**config.mk**
```make
export PLATFORM = sky130hd
export DESIGN_NAME = decimal_text_to_number_top
export DESIGN_NICKNAME = d
export VERILOG_FILES = /design/src/hdl/dtn_pkg.sv /design/src/hdl/dtn_sequencer.sv /design/src/hdl/dtn_datapath.sv /design/src/hdl/decimal_text_to_number_top.sv
export SDC_FILE = /design/constraint.sdc
export NUM_CORES = 1
export LEC_CHECK = 0
export BUFFER_PORTS_ARGS = -buffer_cell sky130_fd_sc_hd__buf_2
export CAP_MARGIN = 0
export CORE_ASPECT_RATIO = 0.5
export CORE_MARGIN = 2
export CORE_UTILIZATION = 44
export DETAILED_ROUTE_END_ITERATION = 12
export PLACE_DENSITY_LB_ADDON = 0.08
export SYNTH_ARGS = -nofsm -noshare
export SYNTH_HDL_FRONTEND = slang
export SYNTH_SLANG_ARGS = --single-unit
```
**constraint.sdc**
```tcl
create_clock -name aclk -period 7.43 [get_ports aclk]
set_input_delay 1.1145 -clock aclk [delete_from_list [all_inputs] [get_ports aclk]]
set_output_delay 1.1145 -clock aclk [all_outputs]
set_load 0.005 [all_outputs]
```
**src/hdl/dtn_pkg.sv**
```systemverilog
// Shared types, character codes, microcode encoding and tables for the decimal text converter.
package dtn_pkg;

    localparam int FRACTION_BITS_DEF   = 32;
    localparam int MAX_FRACTION_DIGITS = 9;
    localparam int PC_W                = 3;

    localparam logic [7:0] CH_ZERO  = 8'h30;
    localparam logic [7:0] CH_NINE  = 8'h39;
    localparam logic [7:0] CH_DOT   = 8'h2E;
    localparam logic [7:0] CH_MINUS = 8'h2D;

    localparam logic [PC_W-1:0] STEP_IDLE     = 3'd0;
    localparam logic [PC_W-1:0] STEP_TAKE     = 3'd1;
    localparam logic [PC_W-1:0] STEP_DIV_INIT = 3'd2;
    localparam logic [PC_W-1:0] STEP_DIV_STEP = 3'd3;
    localparam logic [PC_W-1:0] STEP_FORM     = 3'd4;
    localparam logic [PC_W-1:0] STEP_EMIT     = 3'd5;

    typedef enum logic [1:0] {
        ST_OK  = 2'd0,
        ST_BAD = 2'd1,
        ST_SAT = 2'd2
    } status_t;

    typedef enum logic [2:0] {
        OP_NOP      = 3'd0,
        OP_LATCH    = 3'd1,
        OP_TAKE     = 3'd2,
        OP_DIV_INIT = 3'd3,
        OP_DIV_STEP = 3'd4,
        OP_FORM     = 3'd5,
        OP_EMIT     = 3'd6
    } op_t;

    typedef enum logic [2:0] {
        C_NEVER     = 3'd0,
        C_NO_ACCEPT = 3'd1,
        C_NOT_LAST  = 3'd2,
        C_SKIP_DIV  = 3'd3,
        C_DIV_BUSY  = 3'd4,
        C_OUT_FULL  = 3'd5
    } cond_t;

    typedef struct packed {
        logic            in_ready;
        op_t             op;
        cond_t           cond;
        logic [PC_W-1:0] goto_t;
        logic [PC_W-1:0] goto_f;
    } ucode_t;

    typedef struct packed {
        logic in_ready;
        op_t  op;
    } ctrl_t;

    typedef struct packed {
        logic last_char;
        logic skip_div;
        logic div_busy;
        logic out_free;
    } flags_t;

    function automatic logic [29:0] pow10(input logic [3:0] n);
        logic [29:0] p;
        case (n)
            4'd0:    p = 30'd1;
            4'd1:    p = 30'd10;
            4'd2:    p = 30'd100;
            4'd3:    p = 30'd1000;
            4'd4:    p = 30'd10000;
            4'd5:    p = 30'd100000;
            4'd6:    p = 30'd1000000;
            4'd7:    p = 30'd10000000;
            4'd8:    p = 30'd100000000;
            default: p = 30'd1000000000;
        endcase
        return p;
    endfunction

endpackage

```
**src/hdl/dtn_sequencer.sv**
```systemverilog
// Microcode step counter and control store for the decimal text converter.
module dtn_sequencer
    import dtn_pkg::*;
(
    input  logic   aclk,
    input  logic   aresetn,
    input  logic   s_valid,
    input  flags_t flags,
    output ctrl_t  ctrl
);

    logic [PC_W-1:0] pc_reg;
    logic [PC_W-1:0] pc_next;
    ucode_t          word;
    logic            cond_hit;

    // control store
    always_comb begin
        case (pc_reg)
            STEP_IDLE:     word = '{1'b1, OP_LATCH,    C_NO_ACCEPT, STEP_IDLE,     STEP_TAKE};
            STEP_TAKE:     word = '{1'b0, OP_TAKE,     C_NOT_LAST,  STEP_IDLE,     STEP_DIV_INIT};
            STEP_DIV_INIT: word = '{1'b0, OP_DIV_INIT, C_SKIP_DIV,  STEP_FORM,     STEP_DIV_STEP};
            STEP_DIV_STEP: word = '{1'b0, OP_DIV_STEP, C_DIV_BUSY,  STEP_DIV_STEP, STEP_FORM};
            STEP_FORM:     word = '{1'b0, OP_FORM,     C_NEVER,     STEP_EMIT,     STEP_EMIT};
            STEP_EMIT:     word = '{1'b0, OP_EMIT,     C_OUT_FULL,  STEP_EMIT,     STEP_IDLE};
            default:       word = '{1'b0, OP_NOP,      C_NEVER,     STEP_IDLE,     STEP_IDLE};
        endcase
    end

    always_comb begin
        case (word.cond)
            C_NEVER:     cond_hit = 1'b0;
            C_NO_ACCEPT: cond_hit = !s_valid;
            C_NOT_LAST:  cond_hit = !flags.last_char;
            C_SKIP_DIV:  cond_hit = flags.skip_div;
            C_DIV_BUSY:  cond_hit = flags.div_busy;
            C_OUT_FULL:  cond_hit = !flags.out_free;
            default:     cond_hit = 1'b0;
        endcase
        pc_next = cond_hit ? word.goto_t : word.goto_f;
    end

    always_ff @(posedge aclk) begin
        if (!aresetn) begin
            pc_reg <= STEP_IDLE;
        end else begin
            pc_reg <= pc_next;
        end
    end

    assign ctrl.in_ready = word.in_ready;
    assign ctrl.op       = word.op;

endmodule

```
**src/hdl/dtn_datapath.sv**
```systemverilog
// String state, digit accumulators, fraction divider and result register.
module dtn_datapath
    import dtn_pkg::*;
#(
    parameter int FRACTION_BITS = FRACTION_BITS_DEF
) (
    input  logic        aclk,
    input  logic        aresetn,
    input  ctrl_t       ctrl,
    output flags_t      flags,
    input  logic        cfg_wr_en,
    input  logic        cfg_wr_data,
    input  logic        s_valid,
    input  logic [7:0]  s_char_code,
    input  logic        s_last_char,
    output logic        m_valid,
    input  logic        m_ready,
    output logic [63:0] m_value,
    output logic [1:0]  m_status
);

    localparam int          CW      = $clog2(FRACTION_BITS + 1);
    localparam logic [63:0] LIM_INT = 64'd1 << 31;
    localparam logic [63:0] LIM_FIX = 64'd1 << (31 + FRACTION_BITS);

    logic mode_reg;
    logic [7:0] char_reg, char_next;
    logic last_reg, last_next;
    logic start_reg, start_next;
    logic neg_reg, neg_next;
    logic first_reg, first_next;
    logic frac_reg, frac_next;
    logic stop_reg, stop_next;
    logic bad_reg, bad_next;
    logic sat_reg, sat_next;
    logic [31:0] iacc_reg, iacc_next;
    logic [29:0] facc_reg, facc_next;
    logic [3:0] fcnt_reg, fcnt_next;
    logic [29:0] rem_reg, rem_next;
    logic [29:0] dvs_reg, dvs_next;
    logic [FRACTION_BITS-1:0] quo_reg, quo_next;
    logic [CW-1:0] dcnt_reg, dcnt_next;
    logic [63:0] mag_reg, mag_next;
    status_t st_reg, st_next;
    logic out_valid_reg, out_valid_next;
    logic [63:0] out_value_reg, out_value_next;
    status_t out_status_reg, out_status_next;

    logic        is_digit;
    logic [3:0]  digit;
    logic [35:0] iacc_prod;
    logic [33:0] facc_prod;
    logic [30:0] rem_dbl;
    logic [30:0] rem_sub;
    logic        rem_ge;
    logic [63:0] mag_raw;
    logic [63:0] mag_lim;
    logic        out_free;

    assign is_digit  = (char_reg >= CH_ZERO) && (char_reg <= CH_NINE);
    assign digit     = 4'(char_reg - CH_ZERO);
    assign iacc_prod = {1'b0, iacc_reg, 3'b000} + {3'b000, iacc_reg, 1'b0} + 36'(digit);
    assign facc_prod = {1'b0, facc_reg, 3'b000} + {3'b000, facc_reg, 1'b0} + 34'(digit);
    assign rem_dbl   = {rem_reg, 1'b0};
    assign rem_sub   = rem_dbl - {1'b0, dvs_reg};
    assign rem_ge    = rem_dbl >= {1'b0, dvs_reg};
    assign mag_raw   = mode_reg ? 64'({iacc_reg, quo_reg}) : 64'(iacc_reg);
    assign mag_lim   = (mode_reg ? LIM_FIX : LIM_INT) - 64'(!neg_reg);
    assign out_free  = !out_valid_reg || m_ready;

    always_comb begin
        char_next       = char_reg;
        last_next       = last_reg;
        start_next      = start_reg;
        neg_next        = neg_reg;
        first_next      = first_reg;
        frac_next       = frac_reg;
        stop_next       = stop_reg;
        bad_next        = bad_reg;
        sat_next        = sat_reg;
        iacc_next       = iacc_reg;
        facc_next       = facc_reg;
        fcnt_next       = fcnt_reg;
        rem_next        = rem_reg;
        dvs_next        = dvs_reg;
        quo_next        = quo_reg;
        dcnt_next       = dcnt_reg;
        mag_next        = mag_reg;
        st_next         = st_reg;
        out_valid_next  = out_valid_reg && !m_ready;
        out_value_next  = out_value_reg;
        out_status_next = out_status_reg;

        case (ctrl.op)
            OP_LATCH: begin
                if (ctrl.in_ready && s_valid) begin
                    char_next = s_char_code;
                    last_next = s_last_char;
                end
            end
            OP_TAKE: begin
                start_next = 1'b0;
                if (start_reg && char_reg == CH_MINUS) begin
                    neg_next = 1'b1;
                end else begin
                    first_next = 1'b0;
                    if (!bad_reg) begin
                        if (!mode_reg) begin
                            if (!stop_reg) begin
                                if (is_digit) begin
                                    if (|iacc_prod[35:32]) begin
                                        iacc_next = '1;
                                        sat_next  = 1'b1;
                                    end else begin
                                        iacc_next = iacc_prod[31:0];
                                    end
                                end else if (char_reg == CH_DOT && !first_reg) begin
                                    stop_next = 1'b1;
                                end else begin
                                    bad_next = 1'b1;
                                end
                            end
                        end else if (char_reg == CH_DOT) begin
                            if (first_reg || frac_reg) begin
                                bad_next = 1'b1;
                            end else begin
                                frac_next = 1'b1;
                            end
                        end else if (!is_digit) begin
                            bad_next = 1'b1;
                        end else if (frac_reg) begin
                            if (fcnt_reg < 4'(MAX_FRACTION_DIGITS)) begin
                                facc_next = facc_prod[29:0];
                                fcnt_next = fcnt_reg + 4'd1;
                            end
                        end else if (|iacc_prod[35:32]) begin
                            iacc_next = '1;
                            sat_next  = 1'b1;
                        end else begin
                            iacc_next = iacc_prod[31:0];
                        end
                    end
                end
            end
            OP_DIV_INIT: begin
                rem_next  = facc_reg;
                dvs_next  = pow10(fcnt_reg);
                quo_next  = '0;
                dcnt_next = CW'(FRACTION_BITS);
            end
            OP_DIV_STEP: begin
                rem_next  = rem_ge ? rem_sub[29:0] : rem_dbl[29:0];
                quo_next  = {quo_reg[FRACTION_BITS-2:0], rem_ge};
                dcnt_next = dcnt_reg - CW'(1);
            end
            OP_FORM: begin
                if (bad_reg) begin
                    mag_next = '0;
                    st_next  = ST_BAD;
                end else begin
                    mag_next = (mag_raw > mag_lim) ? mag_lim : mag_raw;
                    st_next  = (mag_raw > mag_lim || sat_reg) ? ST_SAT : ST_OK;
                end
            end
            OP_EMIT: begin
                if (out_free) begin
                    out_valid_next  = 1'b1;
                    out_value_next  = neg_reg ? (64'd0 - mag_reg) : mag_reg;
                    out_status_next = st_reg;
                    start_next      = 1'b1;
                    neg_next        = 1'b0;
                    first_next      = 1'b1;
                    frac_next       = 1'b0;
                    stop_next       = 1'b0;
                    bad_next        = 1'b0;
                    sat_next        = 1'b0;
                    iacc_next       = '0;
                    facc_next       = '0;
                    fcnt_next       = '0;
                end
            end
            default: begin
            end
        endcase
    end

    always_ff @(posedge aclk) begin
        if (!aresetn) begin
            mode_reg      <= 1'b0;
            start_reg     <= 1'b1;
            neg_reg       <= 1'b0;
            first_reg     <= 1'b1;
            frac_reg      <= 1'b0;
            stop_reg      <= 1'b0;
            bad_reg       <= 1'b0;
            sat_reg       <= 1'b0;
            iacc_reg      <= '0;
            facc_reg      <= '0;
            fcnt_reg      <= '0;
            dcnt_reg      <= '0;
            out_valid_reg <= 1'b0;
        end else begin
            if (cfg_wr_en) begin
                mode_reg <= cfg_wr_data;
            end
            start_reg     <= start_next;
            neg_reg       <= neg_next;
            first_reg     <= first_next;
            frac_reg      <= frac_next;
            stop_reg      <= stop_next;
            bad_reg       <= bad_next;
            sat_reg       <= sat_next;
            iacc_reg      <= iacc_next;
            facc_reg      <= facc_next;
            fcnt_reg      <= fcnt_next;
            dcnt_reg      <= dcnt_next;
            out_valid_reg <= out_valid_next;
        end
    end

    always_ff @(posedge aclk) begin
        char_reg       <= char_next;
        last_reg       <= last_next;
        rem_reg        <= rem_next;
        dvs_reg        <= dvs_next;
        quo_reg        <= quo_next;
        mag_reg        <= mag_next;
        st_reg         <= st_next;
        out_value_reg  <= out_value_next;
        out_status_reg <= out_status_next;
    end

    assign flags.last_char = last_reg;
    assign flags.skip_div  = !mode_reg || bad_reg;
    assign flags.div_busy  = dcnt_reg != CW'(1);
    assign flags.out_free  = out_free;

    assign m_valid  = out_valid_reg;
    assign m_value  = out_value_reg;
    assign m_status = out_status_reg;

endmodule

```
**src/hdl/decimal_text_to_number_top.sv**
```systemverilog
// Top level of the decimal text to integer / fixed-point converter.
//
//  channel | ports                                        | direction
//  --------+----------------------------------------------+----------
//  input   | s_valid s_ready s_char_code s_last_char      | in
//  result  | m_valid m_ready m_value m_status             | out
//  config  | cfg_wr_en cfg_wr_data (conversion mode)      | in
//
// Idle step takes a character request; the take step then updates the string state.
// On the last character, integer mode goes on to divider setup, form and clamp, and emit;
// fixed mode also runs the one-bit-per-cycle restoring divider between setup and form.
// Synchronous active-low reset; the block is ready for a request right after it.
// A stalled result holds in the output register; the sequencer waits in its emit step.
module decimal_text_to_number_top
    import dtn_pkg::*;
#(
    parameter int FRACTION_BITS = FRACTION_BITS_DEF
) (
    input  logic        aclk,
    input  logic        aresetn,
    input  logic        cfg_wr_en,
    input  logic        cfg_wr_data,
    input  logic        s_valid,
    output logic        s_ready,
    input  logic [7:0]  s_char_code,
    input  logic        s_last_char,
    output logic        m_valid,
    input  logic        m_ready,
    output logic [63:0] m_value,
    output logic [1:0]  m_status
);

    ctrl_t  ctrl;
    flags_t flags;

    dtn_sequencer u_seq (
        .aclk    (aclk),
        .aresetn (aresetn),
        .s_valid (s_valid),
        .flags   (flags),
        .ctrl    (ctrl)
    );

    dtn_datapath #(
        .FRACTION_BITS (FRACTION_BITS)
    ) u_dp (
        .aclk        (aclk),
        .aresetn     (aresetn),
        .ctrl        (ctrl),
        .flags       (flags),
        .cfg_wr_en   (cfg_wr_en),
        .cfg_wr_data (cfg_wr_data),
        .s_valid     (s_valid),
        .s_char_code (s_char_code),
        .s_last_char (s_last_char),
        .m_valid     (m_valid),
        .m_ready     (m_ready),
        .m_value     (m_value),
        .m_status    (m_status)
    );

    assign s_ready = ctrl.in_ready;

endmodule

```
==> qor.yml, run 1 <==
required_ns: 7.78
async_flop_share_pct: 0
busiest_layer: "met2"
period_minus_slack_ns: 4.672
slowest_delay_ns: 0.88
n_fill_cell: 4251
clock_path_buffers: 3
fp.dieH_um: 156.2
synth_area_per_cell_sq_um: 10.15
firstDrtPassIters: 5
yosys-top-cells-area: "edfxtp_1 33%, ha_1 14%, dfxtp_1 8.2%"
netlist.area_leader.share_pct: 33.28
io_buffers: 82
avgRoutedWirePerCell_um: 18.53
timing.final.ws_setup_ns: 2.758
syn-num-nets: 2253
clock_sinks: 310
maxCapViolations: 0
grt_max_degree: 93
synth_cells: 2009
globalplace.congestion: 0.8737
dr.first_iter.drc_count: 918
seqCellArea_sq_um: 8473
cp_max_fo: 42
synth-seq-area-share_pct: 41.52
synth_edf_count: 226
synth.largest_area_cell: "edfxtp_1"
cts_tree: "yes"
multiInputGateArea_sq_um: 11340
slowest_stage: "dfxtp_2"
nNetsFinal: 2298
finalCritPeriodShare_pct: 62.89
grt_use_total_pct: 20.98
cts-resized-gates: 0
grt-ovfl-total: 0
powerDensity_nw_per_um2: 259.8
synthDistinctLibCells: 73
areaGrowthSynthToFinish_pct: 10.61
first_global_vias: 14820
path_clk_slew_ns: 0.06
std_cell_rows: 55
post_cts_buffers: 0
fin_skew_ns: 0.03236
cp-end-kind: "flop"
clock_latency_ns: 0.61
grt_pass1_wl_um: 81190
syn_area_sq_um: 20390
relSlewSlack_pct: 21.08
antenna_left: 0
critPathBufInv: 1
p_leak_nw: 9.708
outcome: "finished clean"
vias_per_cell: 5.616
tns_ns: 0
gr-usage-met3_pct: 2.560
antenna_found_initial: 1
cts-htree-levels: 1
path_delay_family: "simple AND/OR/NAND/NOR gates"
ys_warn_count: 0
ir_worst_vdd_mv: 0.1732
hp-class: "reg -> reg"
die_area_sq_um: 48190
ys_ff_latch: 310
route.vias.total: 15200
cts_buffers: 31
postCtsHoldBufs: 0
cts_root_buf: "clkbuf_16"
boundaryPins: 83
antenna_cells: 0
drc: 0
critPathKind: "reg -> reg"
core_area_sq_um: 45490
grt_use_met2_pct: 35.30
setup_violations: 0
cp.arrival_ns: 5.02
drive_gt1_share_pct: 12.31
tightestPinTransition_ns: 1.181
met1_usage_pct: 29.56
fp.dieW_um: 308.5
wl_um: 50130
grt_setup_unrepaired: "false"
start_util_pct: 44.84
max_freq_mhz: 214.0
cp_common_cell: "a31o_2"
final-hold-violation-count: 0
place_worst_setup_slack_ns: 2.788
hpwl_um: 36090
slew_viol_final: 0
crit_path_start_kind: "flop"
synth_top_flop_cell: "edfxtp_1"
cp_cell_sequence: "buf_4 -> mux2_2 -> ha_1 -> nand4_1 -> or3_1 -> o221ai_1 -> a31o_2 -> a21oi_1 -> o21bai_1 -> nand2_1 -> a31o_2"
area by class of cell:
| type | count | share of cell area [%] |
|---|---|---|
| multi-input combinational | 1531 | 50.26 |
| sequential | 310 | 37.56 |
| clock buffer | 41 | 3.916 |
| tap | 627 | 3.478 |
| timing repair buffer | 102 | 2.485 |
| inverter | 78 | 1.303 |
| clock inverter | 17 | 1.004 |
cells in the mapped netlist (5+ instances only):
| master | n |
|---|---|
| a2111oi_0 | 6 |
| a211oi_1 | 10 |
| a21boi_0 | 8 |
| a21o_1 | 70 |
| a21oi_1 | 117 |
| a221o_1 | 20 |
| a22oi_1 | 9 |
| a31o_2 | 35 |
| a31oi_1 | 24 |
| and2_1 | 43 |
| and3_1 | 42 |
| clkbuf_1 | 86 |
| dfxtp_1 | 84 |
| edfxtp_1 | 226 |
| fa_1 | 5 |
| ha_1 | 224 |
| inv_1 | 77 |
| mux2_2 | 35 |
| mux2i_1 | 33 |
| nand2_1 | 160 |
| nand2b_1 | 16 |
| nand3_1 | 38 |
| nand4_1 | 33 |
| nor2_1 | 94 |
| nor2b_1 | 11 |
| nor3_1 | 22 |
| nor4_1 | 11 |
| o211ai_1 | 14 |
| o21a_1 | 12 |
| o21ai_0 | 153 |
| o21bai_1 | 13 |
| o31a_1 | 7 |
| o31ai_1 | 23 |
| o41ai_1 | 14 |
| or2_2 | 11 |
| or3_1 | 8 |
| or4_1 | 9 |
| xnor2_1 | 104 |
| xor2_1 | 38 |
final timing paths:
kind | slack (ns) | startpoint | to | depth (start not counted)
setup / recovery | 2.76 | u_dp.mode_reg | u_dp.mag_reg[43] | 11
hold / removal | 0.45 | u_dp.st_reg[0] | u_dp.m_status[0] | 0
setup reg to reg | 2.76 | u_dp.mode_reg | u_dp.mag_reg[43] | 11
hold reg to reg | 0.45 | u_dp.st_reg[0] | u_dp.m_status[0] | 0
metal layers:
metal / vias up / share of wire [%]
met2: 225 / 46
met1: 7274 / 49
met4: 0 / 1.2
met3: 48 / 3.5
li1: 7650 / -
met5: - / 0
cell usage in the layout, fill, tap and decap left out, types with 21 or more instances in the layout:
cell type,count
edfxtp_1,226
and3_1,42
xnor2_1,104
clkbuf_16,31
o31ai_1,23
nand3_1,38
a21o_1,70
a31oi_1,24
inv_1,76
buf_2,82
nor3_1,21
dfxtp_1,82
mux2_2,35
nand2_1,160
mux2i_1,33
a31o_2,35
xor2_1,38
a21oi_1,117
o21ai_0,153
nand4_1,33
ha_1,224
nor2_1,93
and2_1,43
where the power goes:
| part | switching [mW] | internal, mW | leakage, nW |
|---|---|---|---|
| clock | 0.714 | 1.01 | 0.545 |
| sequential | 0.288 | 2.11 | 2.75 |
| combinational | 1.04 | 0.694 | 6.41 |
stage by stage:
step                      area [sq um]  power, mW  util (%)  hold WS [ns]  std cells
after floorplan                  20390      3.617         -        0.4003       2009
after global placement           21450      4.156     47.15        0.4296       2648
after detailed placement         21450      4.170     47.15        0.4353       2648
after CTS                        22560      5.911     49.59        0.4452       2706
after global routing             22560      6.222     49.59        0.4526       2706
final                            22560      5.860     49.59        0.4468       2706
logic make-up after synthesis:
logic type	after synthesis	synth area share [%]
flops	310	41.52
mux	69	3.663
compound gates	573	18.63
xor+xnor	142	6.098
fa+ha+maj	229	14.23
buf+inv	168	3.098
simple gates	518	12.75
(Power assumes the default switching activity.)
==> run 2, diff against run 1 <==
--- a/config.mk
+++ b/config.mk
@@ -5,6 +5,7 @@
 export SDC_FILE = /design/constraint.sdc
 export NUM_CORES = 1
 export LEC_CHECK = 0
+export ABC_AREA = 1
 export BUFFER_PORTS_ARGS = -buffer_cell sky130_fd_sc_hd__buf_2
 export CAP_MARGIN = 0
 export CORE_ASPECT_RATIO = 0.5
==> constraint.sdc (replaced) <==
create_clock -name aclk -period 4.4 [get_ports aclk]
set_input_delay 0.66 -clock aclk [delete_from_list [all_inputs] [get_ports aclk]]
set_output_delay 0.66 -clock aclk [all_outputs]
set_load 0.005 [all_outputs]
==> run 2 against run 1 <==
Clock power grew 67%. Design area grew 10%. Total power grew 59%. Setup slack lost 2.1 ns. Area after synthesis grew 11%. Sequential cell count is the same. Fmax grew 26%. Largest cell class unchanged.
==> qor.yml, run 2 <==
synthDistinctLibCells: 47
fin_skew_ns: 0.03087
power_frac_clock_pct: 30.9
synth-seq-area-share_pct: 37.37
busiest_layer: "met2"
period_minus_slack_ns: 3.715
critPathKind: "reg -> reg"
relSlewSlack_pct: 28.73
first_global_vias: 18790
synth_top_flop_cell: "edfxtp_1"
cp_max_fo: 36
gr-usage-met3_pct: 3.051
grt_setup_unrepaired: "false"
comb_power_share_pct: 27.3
met1_usage_pct: 32.07
grt-ovfl-total: 0
start_util_pct: 44.81
wl_um: 61120
cp.arrival_ns: 4.17
finalCritPeriodShare_pct: 84.43
std_cell_rows: 58
slew_viol_final: 0
p_int_mw: 6.085
grt_use_met2_pct: 37.93
cts_buffers: 31
hpwl_um: 48040
final_cell_mix: "844 x nand2_1, 369 x inv_1, 289 x nor2_1, 267 x a21oi_1, 226 x edfxtp_1"
boundaryPins: 83
switchingPower_mw: 3.232
tightestPinTransition_ns: 1.068
core_area_sq_um: 50580
avgRoutedWirePerCell_um: 16.15
hp-class: "in -> reg"
areaGrowthSynthToFinish_pct: 9.745
cts_tree: "yes"
ys_top_cells_by_count: "845 x nand2_1, 371 x inv_1, 293 x nor2_1, 267 x a21oi_1, 226 x edfxtp_1"
yosys-top-cells-area: "edfxtp_1 30%, nand2_1 14%, ha_1 12%"
ys_warn_count: 0
antenna_left: 0
maxCapViolations: 0
crit_path_start_kind: "flop"
required_ns: 4.85
max_freq_mhz: 269.2
route.vias.total: 19500
power_frac_seq_pct: 41.8
synth.largest_area_cell: "edfxtp_1"
synth_cells: 3007
drc: 0
final_common_cell: "nand2_1"
synth_area_per_cell_sq_um: 7.537
dr.first_iter.drc_count: 1357
grt_pass1_wl_um: 99280
antenna_cells: 0
postCtsHoldBufs: 0
ys_ff_latch: 310
postPlaceCellArea_sq_um: 23780
cts_root_buf: "clkbuf_16"
globalplace.congestion: 0.9069
tns_ns: 0
synth_edf_count: 226
ir_worst_vdd_mv: 0.2600
post_cts_buffers: 0
powerDensity_nw_per_um2: 374.6
switching_share_pct: 34.69
antenna_found_initial: 0
cts-htree-levels: 1
netlist.area_leader.share_pct: 29.95
clock_sinks: 310
die_area_sq_um: 53450
p_leak_nw: 11.65
fp.dieH_um: 164.5
vias_per_cell: 5.153
nNetsFinal: 3313
setup_violations: 0
clock_path_buffers: 3
io_buffers: 82
fp.dieW_um: 325.0
grt_use_total_pct: 22.99
final_area_sq_um: 24870
syn_area_sq_um: 22660
whs_ns: 0.2386
drive_gt1_share_pct: 7.240
clock_latency_ns: 0.62
grt_max_degree: 79
path_clk_slew_ns: 0.07
final-hold-violation-count: 0
async_flop_share_pct: 0
syn-num-nets: 3251
n_fill_cell: 5109
firstDrtPassIters: 6
cp-end-kind: "flop"
cts-resized-gates: 0
outcome: "finished clean"
yosysMostFrequentCell: "nand2_1"
## run 2: changes by cell type after synthesis, moves of 37 or more
| cell | change |
|---|---|
| and3_1 | -42 |
| nor2_1 | +199 |
| a21o_1 | -57 |
| nand3_1 | +104 |
| and2_1 | -43 |
| inv_1 | +294 |
| clkbuf_1 | -37 |
| xnor2_1 | -59 |
| nand2_1 | +685 |
| a21oi_1 | +150 |
## run 2: power groups by stage
stage               clock network (mW)  registers (mW)  logic [mW]
global placement                     0            3.95        2.52
global route                      3.05            3.93        2.89
detailed placement                   0            3.95        2.54
finish                            2.88            3.89        2.54
floorplan                            0            3.88        1.90
CTS                               2.95            3.89        2.55
## run 2: area by class of cell
type | instances | area (sq um) | share of cell area (%)
inverter | 381 | 1430 | 5.750
timing repair buffer | 109 | 625.6 | 2.515
multi-input combinational | 2236 | 12390 | 49.81
clock inverter | 23 | 301.5 | 1.212
sequential | 310 | 8471 | 34.06
clock buffer | 35 | 790.8 | 3.179
tap | 690 | 863.3 | 3.471
## run 2: worst max-delay path: stages, from the launching register on
cell and delay (ns):
dfxtp_2 0.33, inv_1 0.05, ha_1 0.22, inv_1 0.78, ha_1 0.30, nand2_1 0.08, nor4_2 0.34, nand3_1 0.14
nor2_2 0.17, nand4_2 0.18, nand2_2 0.45, buf_12 0.25, nand2_1 0.08, a21oi_1 0.17
## run 2: routing by layer
metal	vias up	wire length, um
met1	8951	30220
met3	92	2593
met5	-	0
met2	399	26850
met4	0	1461
li1	10060	-
## run 2: logic make-up (layout without fill, tap and decap cells)
family / after synthesis / count (layout) / synth area share, %
buf+inv: 461 / 548 / 8.138
fa+ha+maj: 229 / 229 / 12.81
xor+xnor: 112 / 112 / 4.328
simple gates: 1426 / 1426 / 26.15
compound gates: 469 / 469 / 11.21
flops: 310 / 310 / 37.37
## run 2: metrics by stage
step | power (mW) | utilization [%] | cells | setup WS, ns
floorplan | 5.781 | - | 3007 | 0.1014
CTS | 9.390 | 49.17 | 3784 | 0.6627
global placement | 6.470 | 47.01 | 3726 | 0.8096
finish | 9.318 | 49.17 | 3784 | 0.6851
global route | 9.875 | 49.17 | 3784 | 0.2936
detailed placement | 6.489 | 47.01 | 3726 | 0.6849
## run 2: final timing paths
check,from,endpoint,slack [ns],cells after the start
setup reg to reg,u_dp.neg_reg,u_dp.mag_reg[20],0.69,13
hold reg to reg,u_dp.st_reg[0],u_dp.m_status[0],0.42,0
setup / recovery,u_dp.neg_reg,u_dp.mag_reg[20],0.69,13
hold / removal,s_char_code[7],u_dp.char_reg[7],0.24,1
==> run 3, diff against run 2 <==
--- a/config.mk
+++ b/config.mk
@@ -5,7 +5,7 @@
 export SDC_FILE = /design/constraint.sdc
 export NUM_CORES = 1
 export LEC_CHECK = 0
-export ABC_AREA = 1
+export ABC_AREA = 0
 export BUFFER_PORTS_ARGS = -buffer_cell sky130_fd_sc_hd__buf_2
 export CAP_MARGIN = 0
 export CORE_ASPECT_RATIO = 0.5
==> constraint.sdc (replaced) <==
create_clock -name aclk -period 3.8 [get_ports aclk]
set_input_delay 0.57 -clock aclk [delete_from_list [all_inputs] [get_ports aclk]]
set_output_delay 0.57 -clock aclk [all_outputs]
set_load 0.005 [all_outputs]
==> run 3 against run 2 <==
Critical path type unchanged. Combinational power up 50%. Clock-buffer cell count is 10 higher. Sequential cell count unchanged. Final cell count decreased by 27%. Routed wire length is 17% lower. Critical path depth is 4 lower. Sequential power increased by 16%. Non-clock buffer count is 61 higher. Setup slack got worse by 0.59 ns. Clock power increased by 5%. Global-route usage fell by 2.1 points. Worst hold slack worse by 0.076 ns.
==> qor.yml, run 3 (synthesis gave the netlist of run 1 again) <==
tightestPinTransition_ns: 1.135
io_buffers: 82
firstDrtPassIters: 5
seqCellArea_sq_um: 8473
path_clk_slew_ns: 0.07
cp.arrival_ns: 4.04
antenna_left: 0
die_area_sq_um: 48190
cp_max_fo: 5
grt-ovfl-total: 0
hp-class: "in -> reg"
nNetsFinal: 2365
core_area_sq_um: 45490
cp-end-kind: "flop"
power_mw: 11.35
fin_skew_ns: 0.01944
boundaryPins: 83
final-hold-violation-count: 0
grt_max_degree: 100
timing.final.ws_setup_ns: 0.09473
grt_use_total_pct: 20.93
fp.dieH_um: 156.2
finalCritPeriodShare_pct: 97.51
relSlewSlack_pct: 24.31
drive_gt1_share_pct: 15.20
dp_cells: 2710
vias_per_cell: 5.613
outcome: "finished clean"
crit_path_start_kind: "flop"
avgRoutedWirePerCell_um: 18.22
ff2ff_path_depth: 9
globalplace.congestion: 0.8670
hpwl_um: 37140
maxCapViolations: 0
std_cell_rows: 55
route.vias.total: 15560
final_cell_mix: "226 x edfxtp_1, 223 x ha_1, 160 x nand2_1, 150 x o21ai_0, 115 x a21oi_1"
slew_viol_final: 0
clock_path_buffers: 3
final_common_cell: "edfxtp_1"
max_freq_mhz: 269.9
cts_tree: "yes"
critPathKind: "reg -> reg"
grt_pass1_wl_um: 81020
cts_buffers: 30
wl_um: 50520
postCtsHoldBufs: 0
multiInputGateArea_sq_um: 11400
clock_sinks: 310
antenna_found_initial: 0
holdPathStages: 1
tns_ns: 0
cts-htree-levels: 1
required_ns: 4.13
whs_ns: 0.1625
setup_violations: 0
fp.dieW_um: 308.5
antenna_cells: 0
cts_root_buf: "clkbuf_16"
powerDensity_nw_per_um2: 492.2
final_cell_count_no_fill: 2772
period_minus_slack_ns: 3.705
clock_latency_ns: 0.58
areaGrowthSynthToFinish_pct: 13.09
n_fill_cell: 4208
dr.first_iter.drc_count: 1006
drc: 0
p_leak_nw: 10.01
place_worst_setup_slack_ns: -0.05804
start_util_pct: 44.84
first_global_vias: 14870
ir_worst_vdd_mv: 0.3623
-- run 3: changes by cell type in the layout (fill, tap and decap cells not counted), sizes merged, moves of 42 or more --
cell,previous run,this run
nand2,855,160
inv,383,75
nor2,306,94
a21oi,268,117
nand3,144,38
buf,109,170
xnor2,45,104
a21o,13,70
and2,0,43
and3,0,42
-- run 3: worst max-delay path, stage by stage (launching register included) --
cell,delay [ns]
edfxtp_1,0.38
or4_4,0.56
or4b_4,0.58
or4_4,0.44
nand2b_4,0.16
or2_4,0.26
or3_4,0.37
or3_4,0.38
o41ai_4,0.23
xnor2_1,0.09
-- run 3: worst paths after layout --
| kind | startpoint | to | slack (ns) |
|---|---|---|---|
| worst max-delay path | u_dp.mag_reg[8] | u_dp.m_value[58] | 0.09 |
| worst min-delay path | s_char_code[6] | u_dp.char_reg[6] | 0.16 |
| worst max register to register | u_dp.mag_reg[8] | u_dp.m_value[58] | 0.09 |
| worst min register to register | u_dp.st_reg[1] | u_dp.m_status[1] | 0.41 |
-- run 3: final cells by class --
type                            instances  area share, %
Clock buffer                           45          3.673
Clock inverter                         11         0.5479
Inverter                               78          1.291
Multi-Input combinational cell       1531          49.42
Sequential cell                       310          36.74
Tap cell                              627          3.401
Timing Repair Buffer                  170          4.931
-- run 3: per-stage QoR --
| stage | util [%] | instance area [sq um] |
|---|---|---|
| floorplan | - | 20420 |
| global placement | 48.31 | 21980 |
| detailed placement | 48.31 | 21980 |
| CTS | 50.48 | 22960 |
| global route | 50.71 | 23060 |
| finish | 50.71 | 23060 |
-- run 3: per-layer routing --
layer / global-route usage, % / part of all wire [%] / vias to the layer above / wire length (um)
li1: - / - / 7773 / -
met1: 29.18 / 48 / 7472 / 24330
met2: 34.97 / 46 / 259 / 23250
met3: 3.101 / 4.2 / 54 / 2114
met4: 3.600 / 1.6 / 0 / 816
met5: 0 / 0 / - / 0
-- run 3: timing repair --
item / CTS / global route
setup buffers: 0 / 6
hold endpoints to repair: 0 / 0
gates resized for setup: 2 / 12
setup endpoints to repair: 24 / 46
pin swaps: 0 / 6
-- run 3: power by group --
part           total [mW]  internal, mW  switching [mW]
clock                3.03          1.68            1.35
sequential           4.51          4.12           0.390
combinational        3.80          1.55            2.26
